==> config.mk <==
export PLATFORM = sky130hd
export DESIGN_NAME = dotted_name_label_prefixer_flat
export DESIGN_NICKNAME = d
export VERILOG_FILES = /design/src/design/dnlp_pkg.sv /design/src/design/dnlp_if.sv /design/src/design/dnlp_front.sv /design/src/design/dnlp_cmd_fifo.sv /design/src/design/dnlp_back.sv /design/src/design/dotted_name_label_prefixer.sv /design/src/flat_wrapper.sv
export VERILOG_INCLUDE_DIRS = /design/src /design/src/design
export SDC_FILE = /design/constraint.sdc
export NUM_CORES = 1
export LEC_CHECK = 0
export BUFFER_PORTS_ARGS = -buffer_cell sky130_fd_sc_hd__buf_2
export CELL_PAD_IN_SITES_DETAIL_PLACEMENT = 0
export CELL_PAD_IN_SITES_GLOBAL_PLACEMENT = 1
export CORE_AREA = 2 2 211 213
export DETAILED_ROUTE_END_ITERATION = 10
export DIE_AREA = 0 0 213 215
export GPL_TIMING_DRIVEN = 0
export PLACE_DENSITY_LB_ADDON = 0.25
export SLEW_MARGIN = 10
export SYNTH_ARGS = -nofsm -noshare
export SYNTH_HDL_FRONTEND = slang
export SYNTH_HIERARCHICAL = 1
export SYNTH_SLANG_ARGS = --single-unit
==> constraint.sdc <==
create_clock -name clk_i -period 4.35 [get_ports clk_i]
set_input_delay 0.87 -clock clk_i [delete_from_list [all_inputs] [get_ports clk_i]]
set_output_delay 0.87 -clock clk_i [all_outputs]
set_load 0.02 [all_outputs]
==> src/design/dotted_name_label_prefixer_macros.svh <==
// Assertion macros used by the dotted name label prefixer back end.
`ifndef DOTTED_NAME_LABEL_PREFIXER_MACROS_SVH
`define DOTTED_NAME_LABEL_PREFIXER_MACROS_SVH

`ifndef SYNTH
// Property that must hold at every clock edge out of reset.
`define DNLP_ASSERT(name, clk, rstn, prop) \
  name: assert property (@(posedge clk) disable iff (!(rstn)) (prop)) \
    else $error("dnlp assertion failed");
// Condition that must never be true at a clock edge out of reset.
`define DNLP_NEVER(name, clk, rstn, cond) \
  name: assert property (@(posedge clk) disable iff (!(rstn)) !(cond)) \
    else $error("dnlp forbidden condition seen");
`else
`define DNLP_ASSERT(name, clk, rstn, prop)
`define DNLP_NEVER(name, clk, rstn, cond)
`endif

`endif

==> src/design/dnlp_pkg.sv <==
// Types and constants shared by the dotted name label prefixer modules.
package dnlp_pkg;

  // Delimiter codes of the input character stream.
  localparam logic [7:0] DOT_CHAR = 8'd46;
  localparam logic [7:0] END_CHAR = 8'd0;

  // Reset value of the length offset register (ASCII zero).
  localparam logic [7:0] OFFSET_RESET = 8'd48;

  // Default label buffer size and the width of a label length.
  localparam int MAX_LABEL_DEFAULT = 32;
  localparam int LEN_W = 6;

  // Number of label banks and of queued label commands.
  localparam int CMD_DEPTH = 2;

  // A finished label handed from the front to the back.
  typedef struct packed {
    logic             bank;
    logic [LEN_W-1:0] len;
    logic             ovf;
    logic             is_end;
  } cmd_t;

  // A label character written into the label buffer.
  typedef struct packed {
    logic             en;
    logic             bank;
    logic [LEN_W-1:0] idx;
    logic [7:0]       data;
  } wr_t;

endpackage

==> src/design/dnlp_if.sv <==
// Stream and configuration channel interfaces of the dotted name label prefixer.

// Input character channel.
interface dnlp_char_if;
  logic       valid;
  logic       ready;
  logic [7:0] char_in;

  modport source (output valid, output char_in, input ready);
  modport sink (input valid, input char_in, output ready);
endinterface

// Output byte channel.
interface dnlp_byte_if;
  logic       valid;
  logic       ready;
  logic [7:0] out_byte;
  logic       is_prefix;
  logic       label_overflow;
  logic       last_of_run;

  modport source (output valid, output out_byte, output is_prefix,
                  output label_overflow, output last_of_run, input ready);
  modport sink (input valid, input out_byte, input is_prefix,
                input label_overflow, input last_of_run, output ready);
endinterface

// Length offset register write channel.
interface dnlp_cfg_if;
  logic       valid;
  logic       ready;
  logic [7:0] length_offset;

  modport source (output valid, output length_offset, input ready);
  modport sink (input valid, input length_offset, output ready);
endinterface

==> src/design/dnlp_front.sv <==
// Front end: accepts characters, fills the current label bank, queues finished labels.
module dnlp_front #(
  parameter int MAX_LABEL = dnlp_pkg::MAX_LABEL_DEFAULT
) (
  input  logic              clk_i,
  input  logic              rst_ni,
  dnlp_char_if.sink         in_ch,
  input  logic              fifo_full_i,
  output logic              push_o,
  output dnlp_pkg::cmd_t    cmd_o,
  output dnlp_pkg::wr_t     wr_o
);

  localparam logic [dnlp_pkg::LEN_W-1:0] MaxLen = dnlp_pkg::LEN_W'(MAX_LABEL);

  logic [dnlp_pkg::LEN_W-1:0] len_q, len_d;
  logic                       ovf_q, ovf_d;
  logic                       bank_q, bank_d;
  logic                       accept;
  logic                       is_delim;
  logic                       has_room;

  // A character transfer needs a free queue slot, which also means a free bank.
  assign in_ch.ready = !fifo_full_i;
  assign accept      = in_ch.valid && !fifo_full_i;
  assign has_room    = (len_q < MaxLen);

  always_comb begin
    is_delim = in_ch.char_in inside {dnlp_pkg::DOT_CHAR, dnlp_pkg::END_CHAR};
  end

  // Buffer write of an ordinary character while the label has room.
  always_comb begin
    wr_o.en   = accept && !is_delim && has_room;
    wr_o.bank = bank_q;
    wr_o.idx  = len_q;
    wr_o.data = in_ch.char_in;
  end

  // A delimiter closes the label and hands it to the back end.
  always_comb begin
    push_o       = accept && is_delim;
    cmd_o.bank   = bank_q;
    cmd_o.len    = len_q;
    cmd_o.ovf    = ovf_q;
    cmd_o.is_end = (in_ch.char_in == dnlp_pkg::END_CHAR);
  end

  // Label length, truncation flag and bank selection.
  always_comb begin
    len_d  = len_q;
    ovf_d  = ovf_q;
    bank_d = bank_q;
    if (accept) begin
      if (is_delim) begin
        len_d  = '0;
        ovf_d  = 1'b0;
        bank_d = !bank_q;
      end else if (has_room) begin
        len_d = len_q + dnlp_pkg::LEN_W'(1);
      end else begin
        ovf_d = 1'b1;
      end
    end
  end

  always_ff @(posedge clk_i or negedge rst_ni) begin
    if (!rst_ni) begin
      len_q  <= '0;
      ovf_q  <= 1'b0;
      bank_q <= 1'b0;
    end else begin
      len_q  <= len_d;
      ovf_q  <= ovf_d;
      bank_q <= bank_d;
    end
  end

endmodule

==> src/design/dnlp_cmd_fifo.sv <==
// Short queue of finished label commands between the front and back ends.
module dnlp_cmd_fifo (
  input  logic           clk_i,
  input  logic           rst_ni,
  input  logic           push_i,
  input  dnlp_pkg::cmd_t cmd_i,
  input  logic           pop_i,
  output dnlp_pkg::cmd_t cmd_o,
  output logic           valid_o,
  output logic           full_o
);

  localparam int Depth = dnlp_pkg::CMD_DEPTH;
  localparam int PtrW  = (Depth > 1) ? $clog2(Depth) : 1;
  localparam int CntW  = $clog2(Depth + 1);

  dnlp_pkg::cmd_t      entry_q [Depth];
  logic [PtrW-1:0]     wr_ptr_q, rd_ptr_q;
  logic [CntW-1:0]     cnt_q;

  assign cmd_o   = entry_q[rd_ptr_q];
  assign valid_o = (cnt_q != '0);
  assign full_o  = (cnt_q == CntW'(Depth));

  // Entry storage; an entry stays until the back end has drained its label.
  always_ff @(posedge clk_i) begin
    if (push_i) begin
      entry_q[wr_ptr_q] <= cmd_i;
    end
  end

  // Pointers and fill count.
  always_ff @(posedge clk_i or negedge rst_ni) begin
    if (!rst_ni) begin
      wr_ptr_q <= '0;
      rd_ptr_q <= '0;
      cnt_q    <= '0;
    end else begin
      if (push_i) begin
        wr_ptr_q <= (wr_ptr_q == PtrW'(Depth - 1)) ? '0 : wr_ptr_q + PtrW'(1);
      end
      if (pop_i) begin
        rd_ptr_q <= (rd_ptr_q == PtrW'(Depth - 1)) ? '0 : rd_ptr_q + PtrW'(1);
      end
      if (push_i && !pop_i) begin
        cnt_q <= cnt_q + CntW'(1);
      end else if (pop_i && !push_i) begin
        cnt_q <= cnt_q - CntW'(1);
      end
    end
  end

endmodule

==> src/design/dnlp_back.sv <==
// Back end: label buffer memory and the sequencer that emits prefix, label bytes and terminator.
`include "dotted_name_label_prefixer_macros.svh"

module dnlp_back #(
  parameter int MAX_LABEL = dnlp_pkg::MAX_LABEL_DEFAULT
) (
  input  logic           clk_i,
  input  logic           rst_ni,
  input  dnlp_pkg::wr_t  wr_i,
  input  dnlp_pkg::cmd_t head_i,
  input  logic           head_valid_i,
  output logic           pop_o,
  dnlp_cfg_if.sink       cfg_ch,
  dnlp_byte_if.source    out_ch
);

  localparam int AddrW = (MAX_LABEL > 1) ? $clog2(MAX_LABEL) : 1;
  localparam int LenW  = dnlp_pkg::LEN_W;

  typedef enum logic [1:0] {
    ST_PREFIX,
    ST_BYTES,
    ST_TERM
  } state_e;

  state_e          state_q, state_d;
  logic [LenW-1:0] idx_q, idx_d;
  logic [LenW-1:0] rd_idx;
  logic [AddrW:0]  rd_addr;
  logic [7:0]      rd_data_q;
  logic [7:0]      offset_q;
  logic            can_load;
  logic            last_idx;

  logic       out_valid_q, out_valid_d;
  logic [7:0] out_byte_q, out_byte_d;
  logic       is_prefix_q, is_prefix_d;
  logic       ovf_q, ovf_d;
  logic       last_q, last_d;

  // Two label banks, each one label deep.
  logic [7:0] mem_q [2 << AddrW];

  always_ff @(posedge clk_i) begin
    if (wr_i.en) begin
      mem_q[{wr_i.bank, wr_i.idx[AddrW-1:0]}] <= wr_i.data;
    end
    rd_data_q <= mem_q[rd_addr];
  end

  // The output register can take a new result when empty or when drained now.
  assign can_load = !out_valid_q || out_ch.ready;
  assign last_idx = (idx_q == head_i.len - LenW'(1));
  assign cfg_ch.ready = 1'b1;

  // Read one byte ahead; hold the address while the output stalls.
  always_comb begin
    if (state_q == ST_BYTES) begin
      rd_idx = can_load ? idx_q + LenW'(1) : idx_q;
    end else begin
      rd_idx = '0;
    end
    rd_addr = {head_i.bank, rd_idx[AddrW-1:0]};
  end

  // Sequencer over the label at the head of the queue.
  always_comb begin
    state_d     = state_q;
    idx_d       = idx_q;
    pop_o       = 1'b0;
    out_valid_d = out_valid_q && !out_ch.ready;
    out_byte_d  = out_byte_q;
    is_prefix_d = is_prefix_q;
    ovf_d       = ovf_q;
    last_d      = last_q;
    case (state_q)
      ST_PREFIX: begin
        if (head_valid_i && can_load) begin
          out_valid_d = 1'b1;
          out_byte_d  = 8'(head_i.len) + offset_q;
          is_prefix_d = 1'b1;
          ovf_d       = head_i.ovf;
          last_d      = (head_i.len == '0) && !head_i.is_end;
          idx_d       = '0;
          if (head_i.len != '0) begin
            state_d = ST_BYTES;
          end else if (head_i.is_end) begin
            state_d = ST_TERM;
          end else begin
            pop_o = 1'b1;
          end
        end
      end
      ST_BYTES: begin
        if (can_load) begin
          out_valid_d = 1'b1;
          out_byte_d  = rd_data_q;
          is_prefix_d = 1'b0;
          ovf_d       = 1'b0;
          last_d      = last_idx && !head_i.is_end;
          idx_d       = idx_q + LenW'(1);
          if (last_idx) begin
            if (head_i.is_end) begin
              state_d = ST_TERM;
            end else begin
              pop_o   = 1'b1;
              state_d = ST_PREFIX;
            end
          end
        end
      end
      ST_TERM: begin
        if (can_load) begin
          out_valid_d = 1'b1;
          out_byte_d  = dnlp_pkg::END_CHAR;
          is_prefix_d = 1'b0;
          ovf_d       = 1'b0;
          last_d      = 1'b1;
          pop_o       = 1'b1;
          state_d     = ST_PREFIX;
        end
      end
      default: begin
        state_d = ST_PREFIX;
      end
    endcase
  end

  // State, offset register and output register.
  always_ff @(posedge clk_i or negedge rst_ni) begin
    if (!rst_ni) begin
      state_q     <= ST_PREFIX;
      idx_q       <= '0;
      offset_q    <= dnlp_pkg::OFFSET_RESET;
      out_valid_q <= 1'b0;
      out_byte_q  <= '0;
      is_prefix_q <= 1'b0;
      ovf_q       <= 1'b0;
      last_q      <= 1'b0;
    end else begin
      state_q     <= state_d;
      idx_q       <= idx_d;
      out_valid_q <= out_valid_d;
      out_byte_q  <= out_byte_d;
      is_prefix_q <= is_prefix_d;
      ovf_q       <= ovf_d;
      last_q      <= last_d;
      if (cfg_ch.valid) begin
        offset_q <= cfg_ch.length_offset;
      end
    end
  end

  assign out_ch.valid          = out_valid_q;
  assign out_ch.out_byte       = out_byte_q;
  assign out_ch.is_prefix      = is_prefix_q;
  assign out_ch.label_overflow = ovf_q;
  assign out_ch.last_of_run    = last_q;

  // A label is being drained only while its command sits at the queue head.
  `DNLP_ASSERT(a_busy_has_head, clk_i, rst_ni, (state_q != ST_PREFIX) |-> head_valid_i)
  // The byte index never runs past the queued label length.
  `DNLP_ASSERT(a_idx_in_label, clk_i, rst_ni, (state_q == ST_BYTES) |-> (idx_q < head_i.len))
  // A stalled output freezes the sequencer position.
  `DNLP_ASSERT(a_stall_holds_idx, clk_i, rst_ni, (out_valid_q && !out_ch.ready) |=> $stable(idx_q))
  // A command is retired only when one is present.
  `DNLP_NEVER(a_no_pop_empty, clk_i, rst_ni, pop_o && !head_valid_i)

endmodule

==> src/design/dotted_name_label_prefixer.sv <==
// Top level of the dotted name label prefixer.
//
// Characters arrive one per transfer; an ordinary character is written into the current
// label bank, a dot or a zero byte closes the label and queues it. The back end then emits
// one result per cycle while the receiver takes them: the length prefix, the label bytes
// and, at the end of a name, the zero terminator. The label buffer has two banks and the
// command queue two entries, so the front keeps taking the next label while the back
// drains the previous one; the front stalls only when both banks wait to be drained.
// Sustained throughput is one result per cycle from the output register, so with a
// receiver that never stalls the block takes about one input character per cycle, since
// each stored character leaves once and each label adds only its prefix (and a name its
// terminator). The buffer needs no clearing after reset.
module dotted_name_label_prefixer #(
  parameter int MAX_LABEL = dnlp_pkg::MAX_LABEL_DEFAULT
) (
  input  logic        clk_i,
  input  logic        rst_ni,
  dnlp_char_if.sink   in_ch,
  dnlp_byte_if.source out_ch,
  dnlp_cfg_if.sink    cfg_ch
);

  logic           push;
  logic           pop;
  logic           fifo_full;
  logic           head_valid;
  dnlp_pkg::cmd_t push_cmd;
  dnlp_pkg::cmd_t head_cmd;
  dnlp_pkg::wr_t  buf_wr;

  // Character intake and label bookkeeping.
  dnlp_front #(
    .MAX_LABEL (MAX_LABEL)
  ) u_front (
    .clk_i       (clk_i),
    .rst_ni      (rst_ni),
    .in_ch       (in_ch),
    .fifo_full_i (fifo_full),
    .push_o      (push),
    .cmd_o       (push_cmd),
    .wr_o        (buf_wr)
  );

  // Queue of finished labels.
  dnlp_cmd_fifo u_cmd_fifo (
    .clk_i   (clk_i),
    .rst_ni  (rst_ni),
    .push_i  (push),
    .cmd_i   (push_cmd),
    .pop_i   (pop),
    .cmd_o   (head_cmd),
    .valid_o (head_valid),
    .full_o  (fifo_full)
  );

  // Label buffer and output sequencer.
  dnlp_back #(
    .MAX_LABEL (MAX_LABEL)
  ) u_back (
    .clk_i        (clk_i),
    .rst_ni       (rst_ni),
    .wr_i         (buf_wr),
    .head_i       (head_cmd),
    .head_valid_i (head_valid),
    .pop_o        (pop),
    .cfg_ch       (cfg_ch),
    .out_ch       (out_ch)
  );

endmodule
==> src/flat_wrapper.sv <==
// flat-port wrapper written by rule: the top's interface ports become plain ports
module dotted_name_label_prefixer_flat 
#(
  parameter int MAX_LABEL = dnlp_pkg::MAX_LABEL_DEFAULT
)
  (clk_i, rst_ni, in_ch_valid, in_ch_char_in, in_ch_ready, out_ch_valid, out_ch_out_byte, out_ch_is_prefix, out_ch_label_overflow, out_ch_last_of_run, out_ch_ready, cfg_ch_valid, cfg_ch_length_offset, cfg_ch_ready);
  dnlp_char_if in_ch_i ();
  dnlp_byte_if out_ch_i ();
  dnlp_cfg_if cfg_ch_i ();
  input  logic clk_i;
  input  logic rst_ni;
  input wire logic [$bits(in_ch_i.valid)-1:0] in_ch_valid;
  input wire logic [$bits(in_ch_i.char_in)-1:0] in_ch_char_in;
  output wire logic [$bits(in_ch_i.ready)-1:0] in_ch_ready;
  output wire logic [$bits(out_ch_i.valid)-1:0] out_ch_valid;
  output wire logic [$bits(out_ch_i.out_byte)-1:0] out_ch_out_byte;
  output wire logic [$bits(out_ch_i.is_prefix)-1:0] out_ch_is_prefix;
  output wire logic [$bits(out_ch_i.label_overflow)-1:0] out_ch_label_overflow;
  output wire logic [$bits(out_ch_i.last_of_run)-1:0] out_ch_last_of_run;
  input wire logic [$bits(out_ch_i.ready)-1:0] out_ch_ready;
  input wire logic [$bits(cfg_ch_i.valid)-1:0] cfg_ch_valid;
  input wire logic [$bits(cfg_ch_i.length_offset)-1:0] cfg_ch_length_offset;
  output wire logic [$bits(cfg_ch_i.ready)-1:0] cfg_ch_ready;
  assign in_ch_i.valid = in_ch_valid;
  assign in_ch_i.char_in = in_ch_char_in;
  assign in_ch_ready = in_ch_i.ready;
  assign out_ch_valid = out_ch_i.valid;
  assign out_ch_out_byte = out_ch_i.out_byte;
  assign out_ch_is_prefix = out_ch_i.is_prefix;
  assign out_ch_label_overflow = out_ch_i.label_overflow;
  assign out_ch_last_of_run = out_ch_i.last_of_run;
  assign out_ch_i.ready = out_ch_ready;
  assign cfg_ch_i.valid = cfg_ch_valid;
  assign cfg_ch_i.length_offset = cfg_ch_length_offset;
  assign cfg_ch_ready = cfg_ch_i.ready;
  dotted_name_label_prefixer #(.MAX_LABEL(MAX_LABEL)) u_core (.clk_i(clk_i), .rst_ni(rst_ni), .in_ch(in_ch_i), .out_ch(out_ch_i), .cfg_ch(cfg_ch_i));
endmodule
==> results of run 1 <==
-- critical path: stages (launching register included) --
cell and delay [ns]:
dfrtp_1 0.48, ha_1 0.33, nand2_1 0.07, o21ai_2 0.58, clkbuf_1 0.63, buf_1 0.55, nand2_1 0.13, a31oi_1 0.29
a32oi_1 0.11, o221ai_1 0.20, a221o_1 0.30
-- cell usage in the layout (no fill, tap or decap), types with 8 or more instances in the layout --
cell       count
mux2i_1       51
dfrtp_1       38
clkbuf_16     57
o21ai_0       17
a31oi_1       19
a221o_1        8
buf_1         13
xnor2_1       12
mux2_2        20
nor2_1        89
nand3_1      205
and3_1        18
dfxtp_1        8
clkinv_1      15
xor2_1         9
o221ai_1      16
buf_2         70
a21oi_1       22
inv_1         16
clkbuf_1      53
ha_1          14
o221a_2       14
edfxtp_1     530
nor3_1         9
nor2b_1       15
o22ai_1       10
a32oi_1       32
buf_4         26
clkinv_2      12
nand2_1      529
-- final timing paths --
check,from,endpoint,cells after the start
worst max-delay path,u_core/u_back/idx_q[0],u_core/u_back/rd_data_q[4],10
worst min-delay path,rst_ni,u_core/u_cmd_fifo/cnt_q[0],1
worst max register to register,u_core/u_back/idx_q[0],u_core/u_back/rd_data_q[4],10
worst min register to register,u_core/u_cmd_fifo/wr_ptr_q,u_core/u_cmd_fifo/wr_ptr_q,1
max in group asynchronous,rst_ni,u_core/u_back/out_ch.out_byte[2],1
min in group clk_i,u_core/u_cmd_fifo/wr_ptr_q,u_core/u_cmd_fifo/wr_ptr_q,1
-- sequential cells by signal (all words and copies together) (netlist names), 2 cells and up --
signal                         flops
u_core/u_back/mem_q              512
u_core/u_cmd_fifo/entry_q         18
u_core/u_back/offset_q             8
u_core/u_back/out_ch.out_byte      8
u_core/u_back/rd_data_q            8
u_core/u_back/idx_q                6
u_core/u_front/len_q               6
u_core/u_back/state_q              2
u_core/u_cmd_fifo/cnt_q            2
-- area by class of cell --
type | instances | share of cell area
tap | 592 | 0.0277
antenna | 1 | 0.0000935
clock inverter | 37 | 0.0126
clock buffer | 70 | 0.0562
multi-input combinational | 1170 | 0.232
timing repair buffer | 32 | 0.00598
sequential | 578 | 0.638
inverter | 17 | 0.00238
buffer | 126 | 0.0248
-- power breakdown --
group	switching (mW)	total, mW	internal, mW	leakage, nW
clock network	2.07	4.88	2.81	0.909
registers	0.176	6.55	6.38	5.33
logic	3.47	5.03	1.56	3.24
total	5.71	16.5	10.7	9.48
-- routing by layer --
layer,routed length (microns),share of wire,track usage
met1,25100,0.40,0.377
met2,30600,0.49,0.455
met3,4970,0.079,0.0542
met4,2210,0.035,0.0946
met5,0,0,0
-- metrics by stage --
step	hold WS [ns]	instance area (sq um)	setup WS [ns]	util	instances
detailed placement	0.485	24900	0.375	0.571	2515
global route	0.457	26800	0.396	0.613	2622
finish	0.400	26800	0.580	0.613	2623
global placement	0.464	24900	0.390	0.571	2515
floorplan	0.431	24000	1.53	-	1891
CTS	0.417	26800	0.633	0.613	2622
==> PnR_summary.wiki, run 1 <==
{| class="wikitable"
! Metric !! Value
|-
| Static Leakage || 9.48 nW
|-
| Congestion Overflow GR || 0
|-
| Yosys Warn Count || 6
|-
| Final Wtd Congestion || 0.948
|-
| Total GRT Usage || 0.279
|-
| Wirelength per Cell || 24.0 microns
|-
| TritonCTS clock tree || yes
|-
| Count of standard-cell rows || 77
|-
| Post-synthesis cell area || 0.0240 sq mm
|-
| Count of pins on the block boundary || 35
|-
| Buffers on Ports || 32
|-
| Iter 0 DRT Violations || 1765
|-
| Req. time, crit path || 4.87 ns
|-
| DIE AREA || 0.0458 sq mm
|-
| Synthesized area divided by synthesized cell count || 12.7 sq um
|-
| CORE AREA || 0.0436 sq mm
|-
| Critical path peak fanout || 10
|-
| Power Dens Cells || 615 mW/mm^2
|-
| Post-CTS Setup Repair Bufs || 0
|-
| Die Y-Extent || 215 microns
|-
| Run status || complete, no violations
|-
| Growth of design area from synthesis to finish || 11.5%
|-
| Hold Vio Cnt, Final || 0
|-
| Peak supply drop || 0.000371 V
|-
| Share of the clock period used by the worst path || 0.867
|-
| Initial antenna violation count || 1
|-
| Buffer type at the clock tree root || clkbuf_16
|-
| Maximum clock insertion buffer count || 3
|-
| Number of detailed-routing iterations run before antenna repair || 5
|-
| CTS Sinks || 578
|-
| Post-synth net total || 1927
|-
| Path type of the worst min-delay path || in2async
|-
| Vias in the first global route || 14900
|-
| Critical path arrival || 4.29 ns
|-
| Post-CTS sizing || 0
|-
| Register-to-Register Setup Slack || 0.58 ns
|-
| Detail-routed via count per cell || 5.93
|-
| Fill cell total of the finished layout || 3425
|-
| Fmax || 265 MHz
|-
| Total area of multi-input combinational cells || 0.00622 sq mm
|-
| Final Critical Period || 3.77 ns
|-
| Horizontal die dimension || 213 microns
|-
| Number of hold buffers added after CTS || 0
|-
| Remaining DRCs || 0
|-
| Setup Crit Path Kind || reg2reg
|-
| Pin count of the biggest net entering global routing || 65
|-
| Share of final-layout standard cells stronger than drive strength 1 || 0.116
|-
| Via count of the routed design || 15600
|-
| Number of levels the H-tree was split into || 2
|-
| Critical Path Source Type || flop
|-
| Total Wirelength || 62800 microns
|-
| Initial cell density of the core || 0.550
|-
| Kind of capture point of the worst setup path || flop
|-
| Final Setup Violations || 0
|-
| Clock Latency Late Sink || 0.63 ns
|-
| Power, Total || 16.5 mW
|-
| Final HPWL DP || 40700 microns
|-
| Transition time at the pin with the least slew margin || 1.02 ns
|-
| Global-route wire length before repair || 92900 microns
|-
| Remaining antenna violation count || 0
|-
| Final Net Count || 2018
|-
| Count of pins over their slew limit || 0
|-
| Setup repair after global routing missed its margin || false
|-
| Number of CTS-inserted buffers || 57
|-
| Area taken by flip-flops and latches || 0.0171 sq mm
|-
| Number of maximum-capacitance violations || 0
|-
| Final TNS setup || 0 ns
|-
| Max-slew headroom || 0.316
|-
| Cell count after synthesis || 1891
|-
| Clock skew || 0.0289 ns
|-
| Register clock-pin slew on the reported worst setup and hold paths || 0.06 ns
|}
Note: power is estimated with default switching activity, not from simulation.
==> run 2: changes to the inputs <==
- BUFFER_PORTS_ARGS: -buffer_cell sky130_fd_sc_hd__buf_2 -> not set
- CORE_AREA: 2 2 211 213 -> 2 2 227 229
- DIE_AREA: 0 0 213 215 -> 0 0 229 231
- DONT_BUFFER_PORTS: not set -> 1
- clock period: 4.35 -> 3 ns (I/O delays scaled with it)
==> PnR_summary.wiki, run 2 (synthesis gave the netlist of run 1 again) <==
{| class="wikitable"
! Metric !! Value
|-
| Worst hold path depth || 1
|-
| TritonCTS clock tree || yes
|-
| Final Net Count || 2016 (-0.099%)
|-
| Die Y-Extent || 231 microns (+7.4%)
|-
| Clock skew || 0.0188 ns (-0.0101 ns)
|-
| Cell depth of the worst flop-to-flop path || 5 (-5)
|-
| Total Wirelength || 64200 microns (+2.2%)
|-
| Count of pins over their slew limit || 0 (unchanged)
|-
| Iter 0 DRT Violations || 1402 (-21%)
|-
| Flip-flop count of the largest register, all copies and words added || 512 (unchanged)
|-
| Number of maximum-capacitance violations || 0 (unchanged)
|-
| Maximum clock insertion buffer count || 3 (unchanged)
|-
| Worst setup timing slack at the placement stage || -0.678 ns (-1.05 ns)
|-
| Via count of the routed design || 15400 (-1.1%)
|-
| Wirelength per Cell || 23.7 microns (-1.1%)
|-
| Count of pins on the block boundary || 35 (unchanged)
|-
| Count of standard-cell rows || 83 (+7.8%)
|-
| Hold path startpoint || cfg_ch_length_offset[3]
|-
| Most frequent standard cell in the layout excluding fill and tap cells || edfxtp_1
|-
| Endpoint of the worst-slack reg-to-reg timing path || u_core/u_back/mem_q[45][3]
|-
| Hold EP || u_core/u_back/offset_q[3]
|-
| Share of final-layout standard cells stronger than drive strength 1 || 0.188 (+0.0719)
|-
| Top library cells by usage in the layout, fill and taps aside || edfxtp_1, nand2_1, nand3_1
|-
| Power Dens Cells || 886 mW/mm^2 (+44%)
|-
| Horizontal die dimension || 229 microns (+7.5%)
|-
| Static Leakage || 9.77 nW (+3.0%)
|-
| Beginning of the worst register-to-register path || u_core/u_front/len_q[2]
|-
| Number of detailed-routing iterations run before antenna repair || 5 (unchanged)
|-
| Global-route wire length before repair || 94200 microns (+1.3%)
|-
| Share of the clock period used by the worst path || 1.00 (+0.138)
|-
| Setup repair after global routing missed its margin || true
|-
| Placement Cell Area || 0.0249 sq mm (-0.20%)
|-
| Critical path arrival || 3.26 ns (-1.03 ns)
|-
| Setup Crit Path Kind || reg2reg
|-
| Path type of the worst min-delay path || in2reg
|-
| Cell with the largest stage delay on the worst path || nor2_2
|-
| Buffers on Ports || 0 (-100%)
|-
| DIE AREA || 0.0529 sq mm (+16%)
|-
| Register-to-Register Setup Slack || -0.01 ns (-0.59 ns)
|-
| Clock Latency Late Sink || 0.63 ns (about the same)
|-
| Power, Total || 24.8 mW (+51%)
|-
| Register clock-pin slew on the reported worst setup and hold paths || 0.06 ns (about the same)
|-
| CORE AREA || 0.0507 sq mm (+16%)
|-
| Initial cell density of the core || 0.474 (-0.0764)
|-
| Smallest setup slack after layout || -0.0129 ns (-0.593 ns)
|-
| Final Util || 0.552 (-0.0614)
|-
| Final Wtd Congestion || 0.872 (-8.1%)
|-
| Final Setup Violations || 8 (+8)
|-
| Hold Vio Cnt, Final || 0 (unchanged)
|-
| Violations in the final reports || setup timing
|-
| Vias in the first global route || 14500 (-2.7%)
|-
| Buffer type at the clock tree root || clkbuf_16
|-
| Count of inserted antenna diode cells || 0 (-1)
|-
| Remaining DRCs || 0 (unchanged)
|-
| Chain of cells forming the critical path || buf_4, clkbuf_1, nor2b_1, nand3_2, nor2_2
|-
| Run status || finished, violations left
|-
| Delay of the slowest cell on the worst path || 0.65 ns (+0.02 ns)
|-
| Pin count of the biggest net entering global routing || 65 (unchanged)
|-
| Growth of design area from synthesis to finish || 16.5%
|-
| Kind of capture point of the worst setup path || flop
|-
| Congestion Overflow GR || 0 (unchanged)
|-
| Final Critical Period || 3.01 ns (-0.757 ns)
|-
| Total GRT Usage || 0.243 (-0.0365)
|-
| Transition time at the pin with the least slew margin || 0.874 ns (-0.149 ns)
|-
| Peak supply drop || 0.000508 V (+37%)
|-
| Remaining antenna violation count || 0 (unchanged)
|-
| Final HPWL DP || 41400 microns (+1.7%)
|-
| Max-slew headroom || 0.417 (+0.102)
|-
| Critical path peak fanout || 10 (unchanged)
|-
| CTS Sinks || 578 (unchanged)
|-
| Area of all placed cells without fillers || 0.0280 sq mm (+4.5%)
|-
| Fmax || 332 MHz (+25%)
|-
| Req. time, crit path || 3.25 ns (-1.62 ns)
|-
| Number of CTS-inserted buffers || 60 (+5.3%)
|-
| Initial antenna violation count || 1 (unchanged)
|-
| Number of levels the H-tree was split into || 2 (unchanged)
|-
| Critical Path Source Type || flop
|-
| Detail-routed via count per cell || 5.68 (-4.3%)
|}
## run 2: power by group
part	switching (mW)	internal, mW
sequential	0.338	9.24
clock	3.10	4.32
combinational	5.22	2.57
total	8.66	16.1
## run 2: layout make-up
type,instances,area [sq um]
inverters,17,67.6
plain buffers,124,811
repair buffers,29,343
clock buffers,72,1570
flip-flops and latches,578,17100
clock inverters,40,388
fillers,4313,22700
multi-input cells,1170,6860
well taps,680,851
## run 2: timing repair
item | in CTS | in global routing
endpoints found under the hold margin | 40 | 0
gates cloned | 0 | 0
buffers inserted | 5 | 22
resized for setup | 140 | 117
endpoints found under the setup margin | 506 | 466
pin swaps | 9 | 22
hold buffers | 2 | 0
## run 2: worst max path at each step
| stage | from | to | cells after the start |
|---|---|---|---|
| final | u_core/u_front/len_q[2] | u_core/u_back/mem_q[45][3] | 5 |
| after global routing | u_core/u_front/len_q[2] | u_core/u_back/mem_q[45][3] | 5 |
| after floorplan | u_core/u_cmd_fifo/rd_ptr_q | u_core/u_cmd_fifo/cnt_q[1] | 17 |
| after CTS | u_core/u_cmd_fifo/cnt_q[0] | u_core/u_back/mem_q[12][6] | 7 |
| after global placement | u_core/u_cmd_fifo/cnt_q[0] | u_core/u_back/mem_q[38][7] | 7 |
| after detailed placement | u_core/u_cmd_fifo/cnt_q[0] | u_core/u_back/mem_q[46][1] | 7 |
## run 2: stage by stage
stage | setup TNS, ns | hold WS [ns] | instances
floorplan | 0 | 0.304 | 1891
global placement | -140.39 | 0.306 | 2571
detailed placement | -166.47 | 0.306 | 2571
CTS | -99.80 | 0.0956 | 2688
global route | -7.76 | 0.116 | 2710
finish | -0.0667 | 0.128 | 2710
## run 2: worst max-delay path: cells and delay by family, from the launching register on
kind                   cells  cell delay [ns]
AND/OR/NAND/NOR            3             1.52
flip-flops                 1             0.46
buffers and inverters      2             0.67
## run 2: routing by layer
metal  track usage  routed length (microns)  vias up
li1              -                        -     7046
met1         0.334                    26600     7717
met2         0.398                    31200      517
met3        0.0362                     4460      109
met4        0.0787                     1910        0
met5             0                        0        -
